===== src/design/dls_pkg.sv =====
// Shared types, codes and decode functions for the lexer token scanner.
package dls_pkg;

    localparam int COUNTER_BITS_DEF = 16;
    localparam int QUEUE_DEPTH      = 2;
    localparam int OUT_W            = 16;

    typedef logic [4:0] state_t;
    typedef logic [4:0] class_t;
    typedef logic [4:0] token_t;

    // Automaton states
    localparam state_t ST_START   = 5'd0;
    localparam state_t ST_FAIL    = 5'd1;
    localparam state_t ST_IDENT   = 5'd2;
    localparam state_t ST_INT     = 5'd3;
    localparam state_t ST_PLUS    = 5'd4;
    localparam state_t ST_MINUS   = 5'd5;
    localparam state_t ST_STAR    = 5'd6;
    localparam state_t ST_CSTART  = 5'd7;
    localparam state_t ST_LT      = 5'd8;
    localparam state_t ST_GT      = 5'd9;
    localparam state_t ST_EQ      = 5'd10;
    localparam state_t ST_DEQ     = 5'd11;
    localparam state_t ST_SDB     = 5'd12;
    localparam state_t ST_EXCL    = 5'd13;
    localparam state_t ST_AND     = 5'd14;
    localparam state_t ST_SEMI    = 5'd15;
    localparam state_t ST_LPAR    = 5'd16;
    localparam state_t ST_RPAR    = 5'd17;
    localparam state_t ST_LBRK    = 5'd18;
    localparam state_t ST_RBRK    = 5'd19;
    localparam state_t ST_LBRC    = 5'd20;
    localparam state_t ST_RBRC    = 5'd21;
    localparam state_t ST_SPACE   = 5'd22;
    localparam state_t ST_CEND    = 5'd23;
    localparam state_t ST_COLON   = 5'd24;
    localparam state_t ST_LTCOLON = 5'd25;
    localparam state_t ST_COMMENT = 5'd26;
    localparam state_t ST_CFINISH = 5'd27;

    // Character classes
    localparam class_t CL_FAIL   = 5'd0;
    localparam class_t CL_LETTER = 5'd1;
    localparam class_t CL_DIGIT  = 5'd2;
    localparam class_t CL_LT     = 5'd3;
    localparam class_t CL_GT     = 5'd4;
    localparam class_t CL_EQ     = 5'd5;
    localparam class_t CL_COLON  = 5'd6;
    localparam class_t CL_BLANK  = 5'd7;
    localparam class_t CL_NL     = 5'd8;
    localparam class_t CL_SLASH  = 5'd9;
    localparam class_t CL_STAR   = 5'd10;
    localparam class_t CL_PLUS   = 5'd11;
    localparam class_t CL_MINUS  = 5'd12;
    localparam class_t CL_EXCL   = 5'd13;
    localparam class_t CL_AND    = 5'd14;
    localparam class_t CL_SEMI   = 5'd15;
    localparam class_t CL_LPAR   = 5'd16;
    localparam class_t CL_RPAR   = 5'd17;
    localparam class_t CL_LBRK   = 5'd18;
    localparam class_t CL_RBRK   = 5'd19;
    localparam class_t CL_LBRC   = 5'd20;
    localparam class_t CL_RBRC   = 5'd21;

    localparam token_t TOK_FAIL  = 5'd0;
    localparam token_t TOK_EMPTY = 5'd21;

    typedef struct packed {
        logic   ok;
        state_t nx;
    } step_t;

    typedef struct packed {
        logic              accepted;
        token_t            token_type;
        logic [OUT_W-1:0]  steps_back;
        logic [OUT_W-1:0]  token_line;
        logic [OUT_W-1:0]  token_column;
    } result_t;

    function automatic class_t classify(input logic [7:0] c);
        class_t cl;
        cl = CL_FAIL;
        if ((c >= 8'd65 && c <= 8'd90) || (c >= 8'd97 && c <= 8'd122))
            cl = CL_LETTER;
        else if (c >= 8'd48 && c <= 8'd57)
            cl = CL_DIGIT;
        else
        begin
            unique case (c)
                8'h3C:   cl = CL_LT;
                8'h3E:   cl = CL_GT;
                8'h3D:   cl = CL_EQ;
                8'h3A:   cl = CL_COLON;
                8'h20, 8'h09, 8'h0D, 8'h0F, 8'h00: cl = CL_BLANK;
                8'h0A:   cl = CL_NL;
                8'h2F:   cl = CL_SLASH;
                8'h2A:   cl = CL_STAR;
                8'h2B:   cl = CL_PLUS;
                8'h2D:   cl = CL_MINUS;
                8'h21:   cl = CL_EXCL;
                8'h26:   cl = CL_AND;
                8'h3B:   cl = CL_SEMI;
                8'h28:   cl = CL_LPAR;
                8'h29:   cl = CL_RPAR;
                8'h5B:   cl = CL_LBRK;
                8'h5D:   cl = CL_RBRK;
                8'h7B:   cl = CL_LBRC;
                8'h7D:   cl = CL_RBRC;
                default: cl = CL_FAIL;
            endcase
        end
        return cl;
    endfunction

    function automatic step_t start_step(input class_t cl);
        step_t s;
        s.ok = 1'b1;
        s.nx = ST_START;
        unique case (cl)
            CL_LETTER: s.nx = ST_IDENT;
            CL_DIGIT:  s.nx = ST_INT;
            CL_LT:     s.nx = ST_LT;
            CL_GT:     s.nx = ST_GT;
            CL_EQ:     s.nx = ST_EQ;
            CL_COLON:  s.nx = ST_COLON;
            CL_BLANK:  s.nx = ST_SPACE;
            CL_NL:     s.nx = ST_SPACE;
            CL_SLASH:  s.nx = ST_CSTART;
            CL_STAR:   s.nx = ST_STAR;
            CL_PLUS:   s.nx = ST_PLUS;
            CL_MINUS:  s.nx = ST_MINUS;
            CL_EXCL:   s.nx = ST_EXCL;
            CL_AND:    s.nx = ST_AND;
            CL_SEMI:   s.nx = ST_SEMI;
            CL_LPAR:   s.nx = ST_LPAR;
            CL_RPAR:   s.nx = ST_RPAR;
            CL_LBRK:   s.nx = ST_LBRK;
            CL_RBRK:   s.nx = ST_RBRK;
            CL_LBRC:   s.nx = ST_LBRC;
            CL_RBRC:   s.nx = ST_RBRC;
            default:   s.ok = 1'b0;
        endcase
        return s;
    endfunction

    function automatic step_t next_step(input state_t st, input class_t cl);
        step_t s;
        s.ok = 1'b0;
        s.nx = ST_START;
        unique case (st)
            ST_START:   s = start_step(cl);
            ST_IDENT:
            begin
                s.ok = (cl == CL_LETTER) || (cl == CL_DIGIT);
                s.nx = ST_IDENT;
            end
            ST_INT:
            begin
                s.ok = (cl == CL_DIGIT);
                s.nx = ST_INT;
            end
            ST_LT:
            begin
                s.ok = (cl == CL_COLON);
                s.nx = ST_LTCOLON;
            end
            ST_COLON:
            begin
                s.ok = (cl == CL_EQ);
                s.nx = ST_DEQ;
            end
            ST_LTCOLON:
            begin
                s.ok = (cl == CL_GT);
                s.nx = ST_SDB;
            end
            ST_CSTART:
            begin
                s.ok = (cl == CL_STAR);
                s.nx = ST_COMMENT;
            end
            ST_COMMENT:
            begin
                s.ok = 1'b1;
                s.nx = (cl == CL_STAR) ? ST_CFINISH : ST_COMMENT;
            end
            ST_CFINISH:
            begin
                s.ok = 1'b1;
                if (cl == CL_STAR)
                    s.nx = ST_CFINISH;
                else if (cl == CL_SLASH)
                    s.nx = ST_CEND;
                else
                    s.nx = ST_COMMENT;
            end
            default:    s.ok = 1'b0;
        endcase
        return s;
    endfunction

    function automatic token_t token_of(input state_t st);
        token_t t;
        if (st >= ST_IDENT && st <= ST_SPACE)
            t = st - 5'd1;
        else if (st == ST_CEND)
            t = TOK_EMPTY;
        else
            t = TOK_FAIL;
        return t;
    endfunction

endpackage


===== src/design/dfa_lexer_token_scanner_core.sv =====
// Top level of the maximal-munch lexer token scanner.
//
// Takes one source byte per beat and returns one result per byte: accepted=1
// when the lexer automaton consumes it, or a token boundary (type, steps back,
// line, start column) when it does not; the rejected byte is not consumed and
// must be pushed again by the caller together with the pushed-back bytes.
// Sustains one byte per clock cycle while neither queue is full. A byte is
// held in the class queue after the character decode, then passes through
// the automaton step and counter update into the result queue. Both queues
// hold two beats, so each side may stall on its own. Line, column
// and lexeme counters are COUNTER_BITS wide and wrap; results carry their low
// 16 bits. No clearing pass after reset.
module dfa_lexer_token_scanner_core #(
    parameter int COUNTER_BITS = dls_pkg::COUNTER_BITS_DEF
) (
    input  logic        clk,
    input  logic        rst_n,
    input  logic [7:0]  character,
    input  logic        push,
    output logic        full,
    output logic        empty,
    input  logic        pop,
    output logic        accepted,
    output logic [4:0]  token_type,
    output logic [15:0] steps_back,
    output logic [15:0] token_line,
    output logic [15:0] token_column
);
    import dls_pkg::*;

    class_t  cls_data;
    logic    cls_empty;
    logic    cls_pop;
    result_t res;

    dls_front u_front (
        .clk       (clk),
        .rst_n     (rst_n),
        .character (character),
        .push      (push),
        .full      (full),
        .cls_pop   (cls_pop),
        .cls_data  (cls_data),
        .cls_empty (cls_empty)
    );

    dls_back #(
        .COUNTER_BITS (COUNTER_BITS)
    ) u_back (
        .clk       (clk),
        .rst_n     (rst_n),
        .cls_data  (cls_data),
        .cls_empty (cls_empty),
        .cls_pop   (cls_pop),
        .pop       (pop),
        .empty     (empty),
        .res       (res)
    );

    assign accepted     = res.accepted;
    assign token_type   = res.token_type;
    assign steps_back   = res.steps_back;
    assign token_line   = res.token_line;
    assign token_column = res.token_column;

endmodule


===== src/design/dls_fifo.sv =====
// Small register queue with registered head, used on both sides of the scanner.
module dls_fifo #(
    parameter int WIDTH = 8,
    parameter int DEPTH = 2
) (
    input  logic             clk,
    input  logic             rst_n,
    input  logic             push,
    input  logic [WIDTH-1:0] wdata,
    output logic             full,
    input  logic             pop,
    output logic [WIDTH-1:0] rdata,
    output logic             empty
);
    localparam int AW = (DEPTH > 1) ? $clog2(DEPTH) : 1;

    logic [WIDTH-1:0] mem_reg [DEPTH];
    logic [AW-1:0]    wr_ptr_reg, wr_ptr_next;
    logic [AW-1:0]    rd_ptr_reg, rd_ptr_next;
    logic [AW:0]      count_reg, count_next;
    logic             do_push, do_pop;

    assign full    = (count_reg == (AW+1)'(DEPTH));
    assign empty   = (count_reg == '0);
    assign rdata   = mem_reg[rd_ptr_reg];
    assign do_push = push && !full;
    assign do_pop  = pop && !empty;

    always_comb
    begin
        wr_ptr_next = wr_ptr_reg;
        rd_ptr_next = rd_ptr_reg;
        count_next  = count_reg;
        if (do_push)
            wr_ptr_next = (wr_ptr_reg == AW'(DEPTH - 1)) ? '0 : wr_ptr_reg + AW'(1);
        if (do_pop)
            rd_ptr_next = (rd_ptr_reg == AW'(DEPTH - 1)) ? '0 : rd_ptr_reg + AW'(1);
        if (do_push && !do_pop)
            count_next = count_reg + (AW+1)'(1);
        else if (do_pop && !do_push)
            count_next = count_reg - (AW+1)'(1);
    end

    always_ff @(posedge clk or negedge rst_n)
    begin
        if (!rst_n)
        begin
            wr_ptr_reg <= '0;
            rd_ptr_reg <= '0;
            count_reg  <= '0;
        end
        else
        begin
            wr_ptr_reg <= wr_ptr_next;
            rd_ptr_reg <= rd_ptr_next;
            count_reg  <= count_next;
        end
    end

    always_ff @(posedge clk)
    begin
        if (do_push)
            mem_reg[wr_ptr_reg] <= wdata;
    end

endmodule


===== src/design/dls_front.sv =====
// Front end: sorts each character into its class and queues the class.
module dls_front (
    input  logic            clk,
    input  logic            rst_n,
    input  logic [7:0]      character,
    input  logic            push,
    output logic            full,
    input  logic            cls_pop,
    output dls_pkg::class_t cls_data,
    output logic            cls_empty
);
    import dls_pkg::*;

    class_t cls_in;

    assign cls_in = classify(character);

    dls_fifo #(
        .WIDTH ($bits(class_t)),
        .DEPTH (QUEUE_DEPTH)
    ) u_cls_queue (
        .clk   (clk),
        .rst_n (rst_n),
        .push  (push),
        .wdata (cls_in),
        .full  (full),
        .pop   (cls_pop),
        .rdata (cls_data),
        .empty (cls_empty)
    );

endmodule


===== src/design/dls_back.sv =====
// Back end: steps the automaton and position counters, queues the results.
module dls_back #(
    parameter int COUNTER_BITS = dls_pkg::COUNTER_BITS_DEF
) (
    input  logic             clk,
    input  logic             rst_n,
    input  dls_pkg::class_t  cls_data,
    input  logic             cls_empty,
    output logic             cls_pop,
    input  logic             pop,
    output logic             empty,
    output dls_pkg::result_t res
);
    import dls_pkg::*;

    localparam int CW = COUNTER_BITS;

    state_t        state_reg, state_next;
    state_t        last_reg, last_next;
    logic [CW-1:0] pending_reg, pending_next;
    logic [CW-1:0] line_reg, line_next;
    logic [CW-1:0] col_reg, col_next;
    logic [CW-1:0] lex_reg, lex_next;

    logic          out_full;
    logic          fire;
    step_t         stp;
    result_t       res_in;
    logic [CW-1:0] col_adv, lex_adv, start_col;
    logic [CW+OUT_W-1:0] line_wide, back_wide, scol_wide;

    assign fire    = !cls_empty && !out_full;
    assign cls_pop = fire;
    assign stp     = next_step(state_reg, cls_data);

    always_comb
    begin
        state_next   = state_reg;
        last_next    = last_reg;
        pending_next = pending_reg;
        line_next    = line_reg;
        col_next     = col_reg;
        lex_next     = lex_reg;
        col_adv      = col_reg;
        lex_adv      = lex_reg;
        start_col    = col_reg;

        if (fire)
        begin
            if (stp.ok)
            begin
                state_next = stp.nx;
                if (cls_data == CL_NL)
                begin
                    line_next = line_reg + CW'(1);
                    col_next  = CW'(1);
                end
                else if (stp.nx == ST_CEND)
                begin
                    col_next = col_reg + CW'(1);
                    lex_next = '0;
                end
                else if (cls_data != CL_BLANK)
                begin
                    col_next = col_reg + CW'(1);
                    lex_next = lex_reg + CW'(1);
                end
                else
                    col_next = col_reg + CW'(1);

                if ((stp.nx >= ST_IDENT && stp.nx <= ST_CEND) || stp.nx == ST_COLON)
                begin
                    last_next    = stp.nx;
                    pending_next = '0;
                end
                else if (pending_reg != '1)
                    pending_next = pending_reg + CW'(1);
            end
            else
            begin
                // invalid byte straight from start is consumed into the failed token
                if (cls_data == CL_FAIL && state_reg == ST_START)
                begin
                    col_adv = col_reg + CW'(1);
                    lex_adv = lex_reg + CW'(1);
                end
                if (last_reg != ST_SPACE && last_reg != ST_CEND &&
                    (last_reg != ST_FAIL || state_reg == ST_START))
                    start_col = col_adv - lex_adv;
                else
                    start_col = col_adv;
                state_next   = ST_START;
                last_next    = ST_FAIL;
                col_next     = col_adv - pending_reg;
                pending_next = '0;
                lex_next     = '0;
            end
        end
    end

    // Zero-extend or truncate counters to the result width.
    assign line_wide = {{OUT_W{1'b0}}, line_next};
    assign back_wide = {{OUT_W{1'b0}}, pending_reg};
    assign scol_wide = {{OUT_W{1'b0}}, start_col};

    always_comb
    begin
        res_in.accepted     = stp.ok;
        res_in.token_line   = line_wide[OUT_W-1:0];
        if (stp.ok)
        begin
            res_in.token_type   = TOK_FAIL;
            res_in.steps_back   = '0;
            res_in.token_column = '0;
        end
        else
        begin
            res_in.token_type   = token_of(last_reg);
            res_in.steps_back   = back_wide[OUT_W-1:0];
            res_in.token_column = scol_wide[OUT_W-1:0];
        end
    end

    always_ff @(posedge clk or negedge rst_n)
    begin
        if (!rst_n)
        begin
            state_reg   <= ST_START;
            last_reg    <= ST_FAIL;
            pending_reg <= '0;
            line_reg    <= CW'(1);
            col_reg     <= CW'(1);
            lex_reg     <= '0;
        end
        else
        begin
            state_reg   <= state_next;
            last_reg    <= last_next;
            pending_reg <= pending_next;
            line_reg    <= line_next;
            col_reg     <= col_next;
            lex_reg     <= lex_next;
        end
    end

    dls_fifo #(
        .WIDTH ($bits(result_t)),
        .DEPTH (QUEUE_DEPTH)
    ) u_res_queue (
        .clk   (clk),
        .rst_n (rst_n),
        .push  (fire),
        .wdata (res_in),
        .full  (out_full),
        .pop   (pop),
        .rdata (res),
        .empty (empty)
    );

endmodule


===== config.mk =====
export PLATFORM = sky130hd
export DESIGN_NAME = dfa_lexer_token_scanner_core
export DESIGN_NICKNAME = d
export VERILOG_FILES = /design/src/design/dls_pkg.sv /design/src/design/dfa_lexer_token_scanner_core.sv /design/src/design/dls_fifo.sv /design/src/design/dls_front.sv /design/src/design/dls_back.sv
export SDC_FILE = /design/constraint.sdc
export NUM_CORES = 1
export LEC_CHECK = 0
export ABC_AREA = 1
export BUFFER_PORTS_ARGS = -buffer_cell sky130_fd_sc_hd__buf_2
export CAP_MARGIN = 20
export CORE_MARGIN = 5
export CORE_UTILIZATION = 51
export CTS_BUF_LIST = sky130_fd_sc_hd__clkbuf_8
export CTS_CLUSTER_DIAMETER = 30
export CTS_CLUSTER_SIZE = 8
export DETAILED_ROUTE_END_ITERATION = 12
export GPL_TIMING_DRIVEN = 0
export PLACE_DENSITY_LB_ADDON = 0.05
export SYNTH_ARGS = -nofsm -noshare
export SYNTH_HDL_FRONTEND = slang
export SYNTH_HIERARCHICAL = 1
export SYNTH_SLANG_ARGS = --single-unit

===== constraint.sdc =====
create_clock -name clk -period 4.8 [get_ports clk]
set_clock_uncertainty 0.2 [all_clocks]
set_input_delay 0.96 -clock clk [delete_from_list [all_inputs] [get_ports clk]]
set_output_delay 0.96 -clock clk [all_outputs]
set_load 0.005 [all_outputs]

# == Word level (Yosys, flattened, before mapping) ==
# Memory sizes are Yosys's and may differ from the RTL's.
# Cells that the tools add are included.
# Widths: inputs -> output; s select.
# classes
addsub,15
order_cmp,10
eq_ne,65
mux,49
reduce_logical,43
# op_table
op,n
$mux 16,21
$eq 8x6->1 const B,14
$pmux 5 s20,1
$pmux 5 s19,1
$eq 5x5->1 const B,13
$add 16x1->16 const B,4
$eq 5x4->1 const B,9
$pmux 5 s9,1
$mux 5,7
$eq 8x4->1 const B,4
$eq 8x7->1 const B,4
$sub 16x16->16,2
$eq 5x3->1 const B,5
$mux 21,1
$reduce_or 21->1,1
$eq 5x2->1 const B,4
$logic_and 1x1->1,17
$ge 8x7->1 const B,2
$le 8x7->1 const B,2
$ne 16x16->1 const B,1
$ge 5x2->1 const B,2
$le 5x5->1 const B,2
$logic_not 5->1,2
$mux 1,10
other kinds (26),52
# totals
ramBits,118
memories,2
reg_bits,82
# mem_list
name,words,width,rd,rd_ports_with_merged_regs,wr,line,text
u_back.u_res_queue.mem_reg,2,54,1,0,1,dls_fifo.sv:17,logic [WIDTH-1:0] mem_reg [DEPTH];
u_front.u_cls_queue.mem_reg,2,5,1,0,1,dls_fifo.sv:17,

# == Longest topological paths before layout ==
# An unclocked memory read counts as a cell.
# depth
ltp_word,11
ltp_mapped,27
mapped_depth_nobuf,24

# == Cells and area by module ==
# The synthesis kept the hierarchy.
# by_module_without_submodules
module,n_inst,cells_each,area_each_um2
dls_back,1,1076,7021.7
dls_fifo (u_back.u_res_queue),1,313,4155.2
dls_fifo (u_front.u_cls_queue),1,57,590.6
dls_front,1,84,390.4

# == Worst setup path before layout ==
# Ideal clock, no wire load.
# synth_path
path_type,reg2reg
from,reg u_front.u_cls_queue.count_reg[0]
to,mem u_back/u_res_queue/mem_reg[1][0] in the netlist's numbering (enable)
slack_ps,162
path_stages_with_launch,7
setup_ps,466
arrival_ps,3972
required_time_ps,4134
synth_period_minus_slack_ps,4638
cell_sequence,dfrtp_1 > nor2_1 > nor2_2 > clkbuf_1 > buf_1 > o21ai_0 > nor2_1
# synth_via
elab_chain_cells,6
# synth_lines
item,line,text
start: declaration,dls_fifo.sv:20,"logic [AW:0] count_reg, count_next;"
start signal: assignment,dls_fifo.sv:56,count_reg <= count_next;
$logic_not 2->1,dls_fifo.sv:24,assign empty = (count_reg == '0);
net cls_empty,dfa_lexer_token_scanner_core.sv:32,logic cls_empty;
$logic_not 1->1,dls_back.sv:32,assign fire = !cls_empty && !out_full;
$logic_and 1x1->1,dls_back.sv:32,
net cls_pop,dfa_lexer_token_scanner_core.sv:33,logic cls_pop;
$logic_and 1x1->1,dls_fifo.sv:26,assign do_push = push && !full;
$mux 1,dls_fifo.sv:62,if (do_push)
$mux 1 (implied by the code),dls_fifo.sv:63,mem_reg[wr_ptr_reg] <= wdata;
end: declaration,dls_fifo.sv:17,
# The timed path passes the listed nets, and every way through them passes these cells.

==> flow_summary.json <==
{
  "status": "finished clean",
  "grt_max_degree": 43,
  "start_util_pct": 51.8,
  "portBuffers": 67,
  "gp_congestion": 0.927,
  "maxSlewHeadroom_pct": 44.7,
  "clk_path_buf_depth": 2,
  "crit_top_cell": "nand2_1",
  "p_leak_uw": 0.00633,
  "cp_num_buf_inv": 2,
  "hpwlAfterDp_um": 23000,
  "yosysUniqueCellTypes": 51,
  "antennaDiodeCount": 0,
  "routedWlPerCell_um": 15.5,
  "synth_common_cells": "nand2_1 (515), nor2_1 (131), inv_1 (129)",
  "ant_nets": 0,
  "fp.dieW_um": 164,
  "async_flop_share_pct": 41.0,
  "dieArea_mm2": 0.0270,
  "post-route-period-util_pct": 93.2,
  "ys_warn_count": 6,
  "worstHoldPathType": "input pin to asynchronous set/reset pin",
  "netlist_top_cells_area": "edfxtp_1 (29%), dfrtp_1 (16%), nand2_1 (16%)",
  "syn_inst": 1530,
  "path_delay_family": "compound AO/OA/AOI/OAI gates",
  "p_total_uw": 10700,
  "slowest_stage": "o21ai_0",
  "htreeDepth": 4,
  "placed_area_mm2": 0.0130,
  "clock-root-buffer": "clkbuf_8",
  "period_minus_slack_ps": 4480,
  "grt_pass1_vias": 9713,
  "via_count": 10400,
  "cts_made_buffers": 17,
  "yosysSeqAreaShare_pct": 46.1,
  "yosysMostFrequentCell": "nand2_1",
  "final_area_mm2": 0.0135,
  "path_clk_slew_ps": 120,
  "drtIter0Drc": 694,
  "drt_pass1_iterations": 5,
  "cp_data_required_time_ps": 4900,
  "peakVddDrop_uv": 329,
  "cp_data_arrival_time_ps": 4580,
  "cpPeakStageDelay_ps": 620,
  "reg2reg_depth": 21,
  "drive_gt1_share_pct": 13.2,
  "crit_path_cell_trace": "buf_12 -> nand2_1 -> nand2_1 -> nor2_2 -> nand2_1 -> nor2_2 -> nand2_2 -> clkbuf_1 -> o21ai_0 -> ha_2 -> a21oi_2 -> o21ai_0 -> a21oi_1 -> nand2_1 -> nand2_1 -> nand2_1 -> nand2_1 -> nand2_1 -> nand2_1 -> nand3_1 -> a21oi_2",
  "cts_tree": "yes",
  "grt_pass1_wl_um": 49200,
  "fin_nets": 1678,
  "ys_ff_latch": 200,
  "worstPathMaxFanout": 10,
  "ctsHoldBuffers": 0,
  "vias_per_cell": 5.31,
  "end_kind": "flip-flop",
  "area_growth_pct": 11.3,
  "tightest_slew_ps": 830,
  "fp.dieH_um": 164,
  "cts.sinks": 200,
  "multi_input_area_mm2": 0.00584,
  "fmax_mhz": 223,
  "reg2reg_slack_ps": 320,
  "ios": 68,
  "antenna_found_initial": 0,
  "drcViolationCount": 0,
  "synth_top_area_share_pct": 29.1,
  "clock_latency_ps": 490,
  "syn_area_mm2": 0.0122,
  "grt_usage_pct": 22.9,
  "finalHoldViolCount": 0,
  "worstSetupPathType": "flip-flop to flip-flop",
  "seq_area_mm2": 0.00560,
  "rows": 56,
  "post-synth-top-area-cell": "edfxtp_1",
  "power.density_mw_per_mm2": 792,
  "synth_edf_count": 118,
  "drv_slew": 0,
  "start_kind": "flip-flop",
  "setup_viol": 0,
  "largest_reg_flops": 108,
  "final_util_pct": 57.7,
  "synth_area_per_cell_um2": 7.95,
  "nFillCells": 2159,
  "r2r-end": "u_back/u_res_queue/mem_reg[0][15]",
  "postRouteWirelength_um": 30300,
  "synth_top_flop_cell": "edfxtp_1",
  "gr-total-overflow": 0,
  "syn_nets": 1583,
  "coreArea_mm2": 0.0235,
  "drv_cap": 0,
  "r2r-start": "u_front/u_cls_queue/rd_ptr_reg"
}
area by class of cell:
class,instances,share of cell area [%]
sequential,200,41.4
tap,319,2.95
timing repair buffer,76,3.62
multi-input combinational,1150,43.2
clock buffer,17,1.73
buffer,36,1.54
inverter,144,3.99
clock inverter,15,1.64
cell usage in the layout (no fill, tap or decap), drive strengths merged, types with 44 or more instances in the layout:
master / n
nand3: 111
xor2: 44
edfxtp: 118
o21ai: 94
a21oi: 58
inv: 153
nor2: 150
dfrtp: 79
nand2: 531
buf: 102
worst register-to-register path, cell delays in order, from the launching register on:
cell and delay, ps:
dfrtp_2 460, buf_12 140, nand2_1 50, nand2_1 160, nor2_2 190, nand2_1 120, nor2_2 140, nand2_2 130
clkbuf_1 280, o21ai_0 620, ha_2 480, a21oi_2 230, o21ai_0 160, a21oi_1 220, nand2_1 90, nand2_1 90
nand2_1 50, nand2_1 50, nand2_1 40, nand2_1 50, nand3_1 80, a21oi_2 250
metal layers:
| metal | routed length (um) | up-vias | global-route usage, % |
|---|---|---|---|
| met3 | 1380 | 32 | 2.67 |
| li1 | - | 5247 | - |
| met5 | 0 | - | 0 |
| met4 | 403 | 0 | 5.14 |
| met2 | 14800 | 263 | 40.0 |
| met1 | 13700 | 4840 | 30.8 |
power breakdown:
| part | leakage, uW | switching, uW | internal, uW |
|---|---|---|---|
| clock | 0.000220 | 751 | 433 |
| sequential | 0.00226 | 249 | 2670 |
| combinational | 0.00385 | 4460 | 2160 |
worst max path at each step:
stage                                        end  cells after the start                              from
6_report       u_back/u_res_queue/mem_reg[0][15]                     21    u_front/u_cls_queue/rd_ptr_reg
5_1_grt        u_back/u_res_queue/mem_reg[0][15]                     25    u_front/u_cls_queue/rd_ptr_reg
4_1_cts        u_back/u_res_queue/mem_reg[0][15]                     24    u_front/u_cls_queue/rd_ptr_reg
3_5_place_dp   u_back/u_res_queue/mem_reg[0][15]                     24    u_front/u_cls_queue/rd_ptr_reg
3_3_place_gp   u_back/u_res_queue/mem_reg[1][49]                      6  u_front/u_cls_queue/count_reg[0]
2_1_floorplan   u_back/u_res_queue/mem_reg[1][0]                      6  u_front/u_cls_queue/count_reg[0]
timing repair:
item                       in CTS  in global routing
gates resized for setup         2                 13
pin swaps                       0                  3
setup endpoints to repair       4                 29
hold endpoints to repair        0                  0
buffers inserted                0                  5
stage by stage:
stage               TNS [ps]  setup slack, ps  hold WS [ps]  instances
floorplan                  0              162           249       1530
global placement     -128200            -2160           263       1916
detailed placement         0             10.6           270       1920
CTS                        0             48.1           274       1952
global route           -39.5            -30.7           300       1957
finish                     0              324           267       1957
logic make-up after synthesis:
logic type                 after synthesis  share of synthesized area (%)
adders and majority gates               41                           4.34
and+or+nand+nor                        853                           30.2
buffers and inverters                  180                           6.09
AOI/OAI and AO/OA                      199                           9.18
DFF                                    200                           46.1
xor gates and xnor gates                57                           4.11
(Power assumes the default switching activity.)
